### src/rtl/core/rtms_pkg.sv
// shared types, constants and helpers for the raster tile max-sum centroid block
package rtms_pkg;

  localparam int unsigned COORD_BITS     = 12;
  localparam int unsigned MAX_TILE_COLS  = 16;
  localparam int unsigned TILE_IDX_W     = 6;
  localparam int unsigned TILE_ROW_W     = 12;
  localparam int unsigned TILE_COL_OUT_W = 4;
  localparam int unsigned SIZE_W         = 13;
  localparam int unsigned SAMPLE_W       = 32;
  localparam int unsigned SUM_W          = 64;
  localparam int unsigned ADDR_W         = 5;
  localparam int unsigned DATA_W         = 32;
  localparam int unsigned QUEUE_DEPTH    = 4;

  localparam logic [SIZE_W-1:0]          SIZE_MAX     = SIZE_W'(4096);
  localparam logic [SIZE_W-1:0]          SIZE_RESET   = SIZE_W'(1);
  localparam logic signed [SAMPLE_W-1:0] NODATA_RESET = -32'sd2559744;

  typedef enum logic [2:0] {
    REG_RASTER_ROWS = 3'd0,
    REG_RASTER_COLS = 3'd1,
    REG_TILE_HEIGHT = 3'd2,
    REG_TILE_WIDTH  = 3'd3,
    REG_NODATA_CODE = 3'd4
  } reg_idx_t;

  typedef struct packed {
    logic [SIZE_W-1:0]          rows;
    logic [SIZE_W-1:0]          cols;
    logic [SIZE_W-1:0]          tile_h;
    logic [SIZE_W-1:0]          tile_w;
    logic signed [SAMPLE_W-1:0] nodata;
  } cfg_t;

  typedef struct packed {
    logic                       valid_sample;
    logic signed [SAMPLE_W-1:0] sample;
    logic [TILE_IDX_W-1:0]      tile_col;
    logic [COORD_BITS-1:0]      prow;
    logic [COORD_BITS-1:0]      pcol;
    logic [TILE_ROW_W-1:0]      tile_row;
    logic                       tile_done;
    logic                       frame_done;
  } item_t;

  function automatic logic [SIZE_W-1:0] clamp_size(input logic [SIZE_W-1:0] v);
    logic [SIZE_W-1:0] r;
    r = v;
    if (v == '0) r = SIZE_W'(1);
    else if (v > SIZE_MAX) r = SIZE_MAX;
    return r;
  endfunction

endpackage

### src/rtl/core/rtms_front.sv
// front end: raster position tracking and tile classification of each sample
module rtms_front #(
  parameter int unsigned MAX_TILE_COLS = rtms_pkg::MAX_TILE_COLS
) (
  input  logic                                 clk,
  input  logic                                 rst,
  input  logic                                 start,
  input  logic signed [rtms_pkg::SAMPLE_W-1:0] sample,
  input  rtms_pkg::cfg_t                       cfg,
  input  logic                                 full,
  output logic                                 push,
  output rtms_pkg::item_t                      item
);

  localparam int unsigned IDX_W = (MAX_TILE_COLS > 1) ? $clog2(MAX_TILE_COLS) : 1;
  localparam logic [IDX_W-1:0] LAST_IDX = IDX_W'(MAX_TILE_COLS - 1);
  localparam int unsigned CW = rtms_pkg::COORD_BITS;
  localparam int unsigned SW = rtms_pkg::SIZE_W;

  logic [CW-1:0] pixel_row, pixel_row_next;
  logic [CW-1:0] pixel_col, pixel_col_next;
  logic [CW-1:0] row_in_tile, row_in_tile_next;
  logic [CW-1:0] col_in_tile, col_in_tile_next;
  logic [IDX_W-1:0] tile_col_index, tile_col_index_next;
  logic [rtms_pkg::TILE_ROW_W-1:0] tile_row_index, tile_row_index_next;

  logic [SW-1:0] rows, cols, th, tw;
  logic row_end, col_end, tile_col_end, tile_row_end;

  assign rows = rtms_pkg::clamp_size(cfg.rows);
  assign cols = rtms_pkg::clamp_size(cfg.cols);
  assign th   = rtms_pkg::clamp_size(cfg.tile_h);
  assign tw   = rtms_pkg::clamp_size(cfg.tile_w);

  assign row_end = (SW'(pixel_col) + SW'(1)) >= cols;
  assign col_end = (SW'(pixel_row) + SW'(1)) >= rows;
  assign tile_col_end = row_end ||
                        (((SW'(col_in_tile) + SW'(1)) >= tw) && (tile_col_index != LAST_IDX));
  assign tile_row_end = col_end || ((SW'(row_in_tile) + SW'(1)) >= th);

  assign push = start && !full;

  always_comb begin
    item.valid_sample = (sample != cfg.nodata);
    item.sample       = sample;
    item.tile_col     = rtms_pkg::TILE_IDX_W'(tile_col_index);
    item.prow         = pixel_row;
    item.pcol         = pixel_col;
    item.tile_row     = tile_row_index;
    item.tile_done    = tile_col_end && tile_row_end;
    item.frame_done   = row_end && col_end;
  end

  always_comb begin
    pixel_row_next      = pixel_row;
    pixel_col_next      = pixel_col;
    row_in_tile_next    = row_in_tile;
    col_in_tile_next    = col_in_tile;
    tile_col_index_next = tile_col_index;
    tile_row_index_next = tile_row_index;
    if (row_end && col_end) begin
      pixel_row_next      = '0;
      pixel_col_next      = '0;
      row_in_tile_next    = '0;
      col_in_tile_next    = '0;
      tile_col_index_next = '0;
      tile_row_index_next = '0;
    end else if (row_end) begin
      pixel_col_next      = '0;
      col_in_tile_next    = '0;
      tile_col_index_next = '0;
      pixel_row_next      = pixel_row + CW'(1);
      if (tile_row_end) begin
        row_in_tile_next    = '0;
        tile_row_index_next = tile_row_index + rtms_pkg::TILE_ROW_W'(1);
      end else begin
        row_in_tile_next = row_in_tile + CW'(1);
      end
    end else begin
      pixel_col_next = pixel_col + CW'(1);
      if (tile_col_end) begin
        col_in_tile_next    = '0;
        tile_col_index_next = tile_col_index + IDX_W'(1);
      end else begin
        col_in_tile_next = col_in_tile + CW'(1);
      end
    end
  end

  always_ff @(posedge clk) begin
    if (rst) begin
      pixel_row      <= '0;
      pixel_col      <= '0;
      row_in_tile    <= '0;
      col_in_tile    <= '0;
      tile_col_index <= '0;
      tile_row_index <= '0;
    end else if (push) begin
      pixel_row      <= pixel_row_next;
      pixel_col      <= pixel_col_next;
      row_in_tile    <= row_in_tile_next;
      col_in_tile    <= col_in_tile_next;
      tile_col_index <= tile_col_index_next;
      tile_row_index <= tile_row_index_next;
    end
  end

endmodule

### src/rtl/core/rtms_queue.sv
// short queue of classified samples between front and back
module rtms_queue (
  input  logic            clk,
  input  logic            rst,
  input  logic            push,
  input  rtms_pkg::item_t push_item,
  input  logic            pop,
  output logic            full,
  output logic            not_empty,
  output rtms_pkg::item_t pop_item
);

  localparam int unsigned DEPTH = rtms_pkg::QUEUE_DEPTH;
  localparam int unsigned PTR_W = $clog2(DEPTH);
  localparam int unsigned CNT_W = $clog2(DEPTH + 1);

  rtms_pkg::item_t entries [DEPTH];
  logic [PTR_W-1:0] wr_ptr, rd_ptr;
  logic [CNT_W-1:0] count;
  logic do_pop;

  assign full      = (count == CNT_W'(DEPTH));
  assign not_empty = (count != '0);
  assign do_pop    = pop && not_empty;
  assign pop_item  = entries[rd_ptr];

  always_ff @(posedge clk) begin
    if (push) begin
      entries[wr_ptr] <= push_item;
    end
  end

  always_ff @(posedge clk) begin
    if (rst) begin
      wr_ptr <= '0;
      rd_ptr <= '0;
      count  <= '0;
    end else begin
      if (push) wr_ptr <= wr_ptr + PTR_W'(1);
      if (do_pop) rd_ptr <= rd_ptr + PTR_W'(1);
      if (push && !do_pop) count <= count + CNT_W'(1);
      else if (!push && do_pop) count <= count - CNT_W'(1);
    end
  end

endmodule

### src/rtl/core/rtms_back.sv
// back end: per tile column accumulation, tile competition and frame result
module rtms_back #(
  parameter int unsigned MAX_TILE_COLS = rtms_pkg::MAX_TILE_COLS
) (
  input  logic                                     clk,
  input  logic                                     rst,
  input  logic                                     in_valid,
  input  rtms_pkg::item_t                          in_item,
  output logic                                     done,
  output logic                                     found,
  output logic [rtms_pkg::TILE_ROW_W-1:0]          best_tile_row,
  output logic [rtms_pkg::TILE_COL_OUT_W-1:0]      best_tile_col,
  output logic signed [rtms_pkg::SUM_W-1:0]        best_sum,
  output logic [rtms_pkg::COORD_BITS-1:0]          centroid_row,
  output logic [rtms_pkg::COORD_BITS-1:0]          centroid_col
);

  localparam int unsigned IDX_W = (MAX_TILE_COLS > 1) ? $clog2(MAX_TILE_COLS) : 1;
  localparam int unsigned CW = rtms_pkg::COORD_BITS;
  localparam int unsigned SUMW = rtms_pkg::SUM_W;
  localparam int unsigned SMPW = rtms_pkg::SAMPLE_W;

  typedef struct packed {
    logic                      has_valid;
    logic signed [SUMW-1:0]    sum;
    logic [CW-1:0]             min_row;
    logic [CW-1:0]             max_row;
    logic [CW-1:0]             min_col;
    logic [CW-1:0]             max_col;
    logic [rtms_pkg::TILE_ROW_W-1:0] tile_row;
    logic [IDX_W-1:0]          tile_col;
  } tile_t;

  logic signed [SUMW-1:0] acc_sum     [MAX_TILE_COLS];
  logic                   acc_has_valid [MAX_TILE_COLS];
  logic [CW-1:0]          acc_min_row [MAX_TILE_COLS];
  logic [CW-1:0]          acc_max_row [MAX_TILE_COLS];
  logic [CW-1:0]          acc_min_col [MAX_TILE_COLS];
  logic [CW-1:0]          acc_max_col [MAX_TILE_COLS];

  logic [IDX_W-1:0] k;
  tile_t upd;

  logic  fin_go, fin_frame;
  tile_t fin;

  logic                   best_valid;
  logic signed [SUMW-1:0] best_total;
  logic [CW-1:0]          best_centre_row, best_centre_col;
  logic [rtms_pkg::TILE_ROW_W-1:0] best_tile_r;
  logic [IDX_W-1:0]       best_tile_c;

  logic                   win;
  logic                   nb_valid;
  logic signed [SUMW-1:0] nb_total;
  logic [CW-1:0]          nb_centre_row, nb_centre_col;
  logic [rtms_pkg::TILE_ROW_W-1:0] nb_tile_r;
  logic [IDX_W-1:0]       nb_tile_c;
  logic [CW:0]            span_row, span_col;

  assign k = in_item.tile_col[IDX_W-1:0];

  // read-modify-write of the current tile column entry
  always_comb begin
    upd.has_valid = acc_has_valid[k];
    upd.sum       = acc_sum[k];
    upd.min_row   = acc_min_row[k];
    upd.max_row   = acc_max_row[k];
    upd.min_col   = acc_min_col[k];
    upd.max_col   = acc_max_col[k];
    upd.tile_row  = in_item.tile_row;
    upd.tile_col  = k;
    if (in_item.valid_sample) begin
      upd.has_valid = 1'b1;
      upd.sum = acc_sum[k] + {{(SUMW-SMPW){in_item.sample[SMPW-1]}}, in_item.sample};
      if (in_item.prow < acc_min_row[k]) upd.min_row = in_item.prow;
      if (in_item.prow > acc_max_row[k]) upd.max_row = in_item.prow;
      if (in_item.pcol < acc_min_col[k]) upd.min_col = in_item.pcol;
      if (in_item.pcol > acc_max_col[k]) upd.max_col = in_item.pcol;
    end
  end

  always_ff @(posedge clk) begin
    if (rst) begin
      for (int i = 0; i < MAX_TILE_COLS; i++) begin
        acc_sum[i]       <= '0;
        acc_has_valid[i] <= 1'b0;
        acc_min_row[i]   <= '1;
        acc_max_row[i]   <= '0;
        acc_min_col[i]   <= '1;
        acc_max_col[i]   <= '0;
      end
      fin_go    <= 1'b0;
      fin_frame <= 1'b0;
    end else begin
      fin_go    <= in_valid && in_item.tile_done;
      fin_frame <= in_valid && in_item.frame_done;
      if (in_valid) begin
        if (in_item.frame_done) begin
          for (int i = 0; i < MAX_TILE_COLS; i++) begin
            acc_sum[i]       <= '0;
            acc_has_valid[i] <= 1'b0;
            acc_min_row[i]   <= '1;
            acc_max_row[i]   <= '0;
            acc_min_col[i]   <= '1;
            acc_max_col[i]   <= '0;
          end
        end else if (in_item.tile_done) begin
          acc_sum[k]       <= '0;
          acc_has_valid[k] <= 1'b0;
          acc_min_row[k]   <= '1;
          acc_max_row[k]   <= '0;
          acc_min_col[k]   <= '1;
          acc_max_col[k]   <= '0;
        end else begin
          acc_sum[k]       <= upd.sum;
          acc_has_valid[k] <= upd.has_valid;
          acc_min_row[k]   <= upd.min_row;
          acc_max_row[k]   <= upd.max_row;
          acc_min_col[k]   <= upd.min_col;
          acc_max_col[k]   <= upd.max_col;
        end
      end
    end
  end

  always_ff @(posedge clk) begin
    if (in_valid && in_item.tile_done) begin
      fin <= upd;
    end
  end

  // tile competition
  assign win = fin.has_valid && (!best_valid || (fin.sum > best_total));
  assign span_row = (CW+1)'(fin.max_row) - (CW+1)'(fin.min_row) + (CW+1)'(1);
  assign span_col = (CW+1)'(fin.max_col) - (CW+1)'(fin.min_col) + (CW+1)'(1);

  always_comb begin
    nb_valid      = best_valid;
    nb_total      = best_total;
    nb_centre_row = best_centre_row;
    nb_centre_col = best_centre_col;
    nb_tile_r     = best_tile_r;
    nb_tile_c     = best_tile_c;
    if (fin_go && win) begin
      nb_valid      = 1'b1;
      nb_total      = fin.sum;
      nb_centre_row = fin.min_row + span_row[CW:1];
      nb_centre_col = fin.min_col + span_col[CW:1];
      nb_tile_r     = fin.tile_row;
      nb_tile_c     = fin.tile_col;
    end
  end

  always_ff @(posedge clk) begin
    if (rst) begin
      best_valid      <= 1'b0;
      best_total      <= '0;
      best_centre_row <= '0;
      best_centre_col <= '0;
      best_tile_r     <= '0;
      best_tile_c     <= '0;
      done            <= 1'b0;
    end else begin
      done <= fin_frame;
      if (fin_frame) begin
        best_valid      <= 1'b0;
        best_total      <= '0;
        best_centre_row <= '0;
        best_centre_col <= '0;
        best_tile_r     <= '0;
        best_tile_c     <= '0;
      end else begin
        best_valid      <= nb_valid;
        best_total      <= nb_total;
        best_centre_row <= nb_centre_row;
        best_centre_col <= nb_centre_col;
        best_tile_r     <= nb_tile_r;
        best_tile_c     <= nb_tile_c;
      end
    end
  end

  always_ff @(posedge clk) begin
    if (fin_frame) begin
      found         <= nb_valid;
      best_tile_row <= nb_valid ? nb_tile_r : '0;
      best_tile_col <= nb_valid ?
                       rtms_pkg::TILE_COL_OUT_W'(rtms_pkg::TILE_IDX_W'(nb_tile_c)) : '0;
      best_sum      <= nb_valid ? nb_total : '0;
      centroid_row  <= nb_valid ? nb_centre_row : '0;
      centroid_col  <= nb_valid ? nb_centre_col : '0;
    end
  end

endmodule

### src/rtl/core/raster_tile_max_sum_centroid.sv
// top level: register port, front end, sample queue and accumulation back end
// result path: a frame's last sample passes through the queue, then the fin_frame register, then the done register
// throughput: one sample per cycle; busy never rises, the back end drains the queue every cycle
// done is a one-cycle strobe; the receiver cannot stall
// reset clears position counters, all tile accumulators and the best tile, and sets the registers to their reset values
module raster_tile_max_sum_centroid #(
  parameter int unsigned MAX_TILE_COLS = rtms_pkg::MAX_TILE_COLS
) (
  input  logic                                  clk,
  input  logic                                  rst,
  input  logic                                  start,
  output logic                                  busy,
  input  logic signed [rtms_pkg::SAMPLE_W-1:0]  sample,
  output logic                                  done,
  output logic                                  found,
  output logic [rtms_pkg::TILE_ROW_W-1:0]       best_tile_row,
  output logic [rtms_pkg::TILE_COL_OUT_W-1:0]   best_tile_col,
  output logic signed [rtms_pkg::SUM_W-1:0]     best_sum,
  output logic [rtms_pkg::COORD_BITS-1:0]       centroid_row,
  output logic [rtms_pkg::COORD_BITS-1:0]       centroid_col,
  input  logic                                  psel,
  input  logic                                  penable,
  input  logic                                  pwrite,
  input  logic [rtms_pkg::ADDR_W-1:0]           paddr,
  input  logic [rtms_pkg::DATA_W-1:0]           pwdata,
  output logic [rtms_pkg::DATA_W-1:0]           prdata,
  output logic                                  pready
);

  localparam int unsigned SW = rtms_pkg::SIZE_W;
  localparam int unsigned DW = rtms_pkg::DATA_W;

  rtms_pkg::cfg_t  cfg;
  rtms_pkg::item_t push_item, pop_item;
  logic push, full, not_empty;
  logic [2:0] reg_idx;

  assign pready  = 1'b1;
  assign reg_idx = paddr[rtms_pkg::ADDR_W-1:2];
  assign busy    = full;

  always_ff @(posedge clk) begin
    if (rst) begin
      cfg.rows   <= rtms_pkg::SIZE_RESET;
      cfg.cols   <= rtms_pkg::SIZE_RESET;
      cfg.tile_h <= rtms_pkg::SIZE_RESET;
      cfg.tile_w <= rtms_pkg::SIZE_RESET;
      cfg.nodata <= rtms_pkg::NODATA_RESET;
    end else if (psel && penable && pwrite && pready) begin
      unique case (reg_idx)
        rtms_pkg::REG_RASTER_ROWS: cfg.rows   <= pwdata[SW-1:0];
        rtms_pkg::REG_RASTER_COLS: cfg.cols   <= pwdata[SW-1:0];
        rtms_pkg::REG_TILE_HEIGHT: cfg.tile_h <= pwdata[SW-1:0];
        rtms_pkg::REG_TILE_WIDTH:  cfg.tile_w <= pwdata[SW-1:0];
        rtms_pkg::REG_NODATA_CODE: cfg.nodata <= pwdata;
        default: ;
      endcase
    end
  end

  always_comb begin
    unique case (reg_idx)
      rtms_pkg::REG_RASTER_ROWS: prdata = DW'(cfg.rows);
      rtms_pkg::REG_RASTER_COLS: prdata = DW'(cfg.cols);
      rtms_pkg::REG_TILE_HEIGHT: prdata = DW'(cfg.tile_h);
      rtms_pkg::REG_TILE_WIDTH:  prdata = DW'(cfg.tile_w);
      rtms_pkg::REG_NODATA_CODE: prdata = cfg.nodata;
      default:                   prdata = '0;
    endcase
  end

  rtms_front #(
    .MAX_TILE_COLS(MAX_TILE_COLS)
  ) u_front (
    .clk    (clk),
    .rst    (rst),
    .start  (start),
    .sample (sample),
    .cfg    (cfg),
    .full   (full),
    .push   (push),
    .item   (push_item)
  );

  rtms_queue u_queue (
    .clk       (clk),
    .rst       (rst),
    .push      (push),
    .push_item (push_item),
    .pop       (not_empty),
    .full      (full),
    .not_empty (not_empty),
    .pop_item  (pop_item)
  );

  rtms_back #(
    .MAX_TILE_COLS(MAX_TILE_COLS)
  ) u_back (
    .clk           (clk),
    .rst           (rst),
    .in_valid      (not_empty),
    .in_item       (pop_item),
    .done          (done),
    .found         (found),
    .best_tile_row (best_tile_row),
    .best_tile_col (best_tile_col),
    .best_sum      (best_sum),
    .centroid_row  (centroid_row),
    .centroid_col  (centroid_col)
  );

endmodule
### config.mk
export PLATFORM = sky130hd
export DESIGN_NAME = raster_tile_max_sum_centroid
export DESIGN_NICKNAME = d
export VERILOG_FILES = /design/src/rtl/core/rtms_pkg.sv /design/src/rtl/core/rtms_front.sv /design/src/rtl/core/rtms_queue.sv /design/src/rtl/core/rtms_back.sv /design/src/rtl/core/raster_tile_max_sum_centroid.sv
export SDC_FILE = /design/constraint.sdc
export NUM_CORES = 2
export LEC_CHECK = 0
export BUFFER_PORTS_ARGS = -buffer_cell sky130_fd_sc_hd__buf_2
export CELL_PAD_IN_SITES_DETAIL_PLACEMENT = 0
export CELL_PAD_IN_SITES_GLOBAL_PLACEMENT = 1
export CORE_MARGIN = 5
export CORE_UTILIZATION = 45
export DETAILED_ROUTE_END_ITERATION = 10
export HOLD_SLACK_MARGIN = 0.08
export PLACE_DENSITY = 0.74
export SYNTH_ARGS = -nofsm -noshare
export SYNTH_HDL_FRONTEND = slang
export SYNTH_SLANG_ARGS = --single-unit
### constraint.sdc
create_clock -name clk -period 11.1 [get_ports clk]
set_input_delay 2.22 -clock clk [delete_from_list [all_inputs] [get_ports clk]]
set_output_delay 2.22 -clock clk [all_outputs]
set_load 0.05 [all_outputs]
# Word-level counts from Yosys, hierarchy flattened
# Memories as Yosys holds them, arrays and structs flattened. A register that Yosys moved wholly into a read port is not among the register bits.
# Index checks and enable logic that the tools add are counted.
# totals
register_bits	497
mem_bits_rw	2108
inputBits	75
out_inout_bits	140
memories	7
# classes
addsub	21
magnitude_cmp	13
eq_ne	7
mux	178
bitwise	102
reduce_logical	44
# mem_list
name	words	word_bits	rd	rd_ports_with_merged_regs	write_ports	line	text
u_back.acc_sum	16	64	1	0	16	rtms_back.sv:34	logic signed [SUMW-1:0] acc_sum [MAX_TILE_COLS];
u_queue.entries	4	75	1	1	1	rtms_queue.sv:17	rtms_pkg::item_t entries [DEPTH];
u_back.acc_max_col	16	12	1	0	16	rtms_back.sv:39	logic [CW-1:0] acc_max_col [MAX_TILE_COLS];
u_back.acc_max_row	16	12	1	0	16	rtms_back.sv:37	logic [CW-1:0] acc_max_row [MAX_TILE_COLS];
u_back.acc_min_col	16	12	1	0	16	rtms_back.sv:38	logic [CW-1:0] acc_min_col [MAX_TILE_COLS];
u_back.acc_min_row	16	12	1	0	16	rtms_back.sv:36	logic [CW-1:0] acc_min_row [MAX_TILE_COLS];
1 more memories	--	--	--	--	--	--	
# op_table
op	count
64-bit 2-to-1 mux	19
12-bit 2-to-1 mux	92
32-bit case mux with 5 select lines	1
113-bit 2-to-1 mux	1
13-bit 2-to-1 mux	8
1-bit OR	102
64-bit adder	1
64-bit > comparator	1
64-bit OR reduction	1
12-bit by 1-bit adder with 12-bit output (second input constant)	5
12-bit by 1-bit adder with 13-bit output (second input constant)	4
13-bit >= comparator	4
13-bit > comparator (second input constant)	4
13-bit logical NOT	4
12-bit OR reduction	4
1-bit 2-to-1 mux	43
4-bit 2-to-1 mux	10
32-bit inequality test	1
13-bit by 1-bit adder with 13-bit output (second input constant)	2
12-bit by 12-bit subtractor with 13-bit output	2
12-bit adder	2
12-bit > comparator	2
12-bit less-than comparator	2
2-bit AND reduction	7
other kinds (19)	43

# Longest topological paths before layout
# logic_depth
ltp_word	9
depth_mapped	26

# Hierarchy
# A second synthesis with hierarchy kept.
# hier_totals
hier_cells	8529
area_unflattened_um2	118870.3
# by_module_without_submodules
mod	instances	cells_each	area_each_um2	seq_area_each_um2
rtms_back	1	6939	97757.5	63480.9
rtms_queue	1	447	11583.6	9429.0
rtms_front	1	722	5507.8	1281.2
raster_tile_max_sum_centroid	1	421	4021.4	1681.6

# Worst setup path after synthesis
# OpenSTA, ideal clock, no wires.
# synth_path
kind	in2out
startpoint	input port paddr[3] in the netlist's numbering
endpoint	output port prdata[10] in the netlist's numbering
arrival_ns	4.298
required_ns	8.880
setup_slack_ns	4.582
cell_stages	5
path_cell_list	clkbuf_1 > buf_1 > buf_1 > mux2i_1 > o22ai_1
# synth_via
elab_chain_cells	2
elab_cells_between_ends	6
# synth_lines
item	line	text
start, declared	raster_tile_max_sum_centroid.sv:24	input logic [rtms_pkg::ADDR_W-1:0] paddr,
3-bit == test, or another cell as far along	raster_tile_max_sum_centroid.sv:62	unique case (reg_idx)
32-bit case mux with 5 select lines (*)	raster_tile_max_sum_centroid.sv:62	
end, declared	raster_tile_max_sum_centroid.sv:26	output logic [rtms_pkg::DATA_W-1:0] prdata,
# Every way passes the cells marked *; elsewhere a longest branch is shown, timed or not.

==> metrics.md <==
| Metric | Value |
|---|---|
| Status | `complete, no violations` |
| Drc violations | `0` |
| Setup Fix Bufs, Post-CTS | `0` |
| Final hold vios | `0` |
| CTS buffer count | `284` |
| Area of the multi-input gates | `40300 um2` |
| Clock Sink Count | `2607` |
| FF+latch area | `75600 um2` |
| RSZ-0062 raised after global routing | `no` |
| WHS Path Cells | `2` |
| Overall overflow remaining after global route | `0` |
| R2R depth | `17` |
| Worst-path fanout max | `approximately 110` |
| Post-synth top area cell | `edfxtp_1` |
| CTS H-tree lvls | `5` |
| Routed Antenna Nets | `0` |
| Worst-Margin Slew | `between 1 and 1.5 ns` |
| Final Critical Period | `8.21 ns` |
| Insertion delay to the later sink of the worst-skew pair | `0.89 ns` |
| Area Growth Syn to Fin | `11.3%` |
| Number of vias per cell | `between 5 and 6` |
| Die Width | `525 um` |
| Avg Inst Size Synth | `13.2 um2` |
| Worst Skew | `0.0663 ns` |
| Clock Path Buffers | `4` |
| Number of synthesized flops with an enable pin | `around 2300` |
| Post-synthesis register bit count | `2607` |
| Final TNS setup | `0 ns` |
| Fillers | `approximately 23000` |
| FMAX | `~0.12 GHz` |
| Drt pass-1 iters | `6` |
| Largest cells by area after synthesis | `edfxtp_1, mux4_2, nor2_1, dfxtp_1, ha_1` |
| Ports | `~220` |
| Die area | `276000 um2` |
| First-pass GRT wire length | `505000 um` |
| Seq/Total Area, Yosys | `0.633` |
| Slew headroom | `0.115` |
| Commonest cells in the netlist | `edfxtp_1, nor2_1, nand2_1` |
| Max-cap violations | `0` |
| Final slew viol count | `0` |
| Via Count | `76000` |
| Die height | `525 um` |
| Hold Path Class | `reg2reg` |
| Core area | `265000 um2` |
| Port bufs | `211` |
| CTS tree | `built` |
| Initial DRC Count | `about 8600` |
| Initial antenna violation count | `4` |
| Final HPWL DP | `approximately 190000 um` |
| Most frequent cell after synthesis | `edfxtp_1` |
| Startpoint Class | `flop` |
| Hold-critical path endpoint | `u_front.col_in_tile[11]` |
| Unique cell type count in the Yosys netlist | `between 90 and 100` |
| Share of layout cells above drive strength 1 | `0.157` |
| Slack of the worst reg-to-reg path | `between 2 and 3 ns` |
| Cts hold-fix bufs | `0` |
| Cells after Synth | `between 9000 and 10000` |
| Final WL | `approximately 350000 um` |
| Hold path start | `u_front.col_in_tile[11]` |
| Worst Path Required | `11.67 ns` |
| Worst Path Arrival | `8.79 ns` |
| Initial core utilization | `0.451` |
| Post-synth ARST share | `0` |
| Synth warnings | `0` |
| Root Buffer | `clkbuf_16` |
| Dominant synthesized flop cell | `edfxtp_1` |
| Syn nets | `9429` |
| Worst flop-to-flop path endpoint | `u_back.fin[121]` |
| Pin count of the biggest net entering global routing | `114` |
| Reg clk slew, reported paths | `0.06 ns` |
| Synth top area share | `0.589` |
| GPL Wtd Cong | `0.908` |
| Global Route Usage Sum | `0.244` |
| FP Rows | `189` |
| WS Path Type | `reg2reg` |
| Crit share post-route | `0.740` |
| CTS resizes | `0` |
| Final nets | `9426` |
| Number of setup violations in the final report | `0` |
| Critical Path Sink Type | `flop` |
| Vias in the first global route | `approximately 77000` |
| Post-Syn Area | `119000 um2` |
| DR WL/cell | `27.0 um` |
## cell usage in the layout, fill, tap and decap left out, drive strengths merged, types with 24 or more instances in the layout
cell type,n
edfxtp,2342
nor2,1815
nand2,987
mux4,520
buf,364
clkbuf,353
ha,303
inv,283
a21oi,279
dfxtp,265
mux2i,245
a211oi,125
and2,116
a31oi,116
o21ai,100
nand3,98
nand4,97
clkinv,97
xnor2,92
a21o,76
xor2,60
nor3,56
nor2b,41
and3,39
o21bai,29
bufinv,25
mux2,25
nor4,24
## cells by family (layout without fill, tap and decap cells)
group,Yosys count,count (layout),share of synthesized area
compound gates,893,893,0.0493
xor+xnor,153,153,0.0113
fa+ha+maj,308,308,0.0326
buf+inv,923,1134,0.0339
flops,2607,2607,0.633
mux,790,790,0.123
other cells,1,5,0.0000314
simple gates,3371,3371,0.117
## registers in the layout, indices dropped and copies added (netlist names), 16 cells and up, named ones only
register / flops
cfg: 84
u_back.acc_has_valid: 16
u_back.acc_max_col: 192
u_back.acc_max_row: 192
u_back.acc_min_col: 192
u_back.acc_min_row: 192
u_back.acc_sum: 1024
u_back.best_sum: 64
u_back.best_total: 64
u_back.fin: 129
u_queue.entries: 300
## per-stage QoR
step	hold WS, ns	setup slack, ns	util	instance area [um2]	cells
after floorplan	0.432	4.58	-	119000	9046
after global placement	0.440	2.98	0.468	124000	12300
after detailed placement	0.447	3.02	0.468	124000	12300
after CTS	0.456	3.00	0.502	133000	12800
after global routing	0.477	2.44	0.502	133000	12800
final	0.458	2.89	0.502	133000	12800
## worst max-delay path by stage
stage	start	to	slack [ns]	cells past startpoint
detailed placement	flop	u_back.fin[120]	3.02	21
CTS	flop	u_back.fin[120]	3.00	21
global route	flop	u_back.fin[120]	2.44	21
finish	flop	u_back.fin[121]	2.89	17
global placement	flop	u_back.fin[120]	2.98	21
floorplan	paddr[3]	prdata[10]	4.58	5
## routing by layer
metal | wire length [um] | GRT usage | vias up
met5 | 0 | 0 | -
li1 | - | - | 33100
met2 | 164000 | 0.400 | 3656
met1 | 137000 | 0.328 | 38600
met3 | 30600 | 0.0424 | 686
met4 | 13400 | 0.0865 | 0
## cell type report
class                           instances  share of cell area
Antenna cell                            4           0.0000752
Clock buffer                          353              0.0570
Clock inverter                        147              0.0115
Inverter                              270             0.00785
Multi-Input combinational cell       5516               0.303
Sequential cell                      2607               0.569
Tap cell                             3533              0.0332
Timing Repair Buffer                  364              0.0188
## critical path, stage by stage (launching register included)
cell and delay [ns]:
dfxtp_4 0.86, mux2_2 0.44, o21ai_4 0.54, inv_8 0.47
buf_12 0.42, mux4_2 0.35, and2_1 0.17, a211oi_1 0.24
a31oi_1 0.17, ha_1 0.59, nand4_1 0.26, nor3_1 0.49
o211ai_1 0.45, a2111o_1 0.62, a2111oi_2 0.67, o31a_1 0.19
o31a_1 0.56, inv_1 0.22
Power is left out: the tool's default activity adds up to more than one toggle a clock period on the data nets, which glitch-free logic cannot reach.
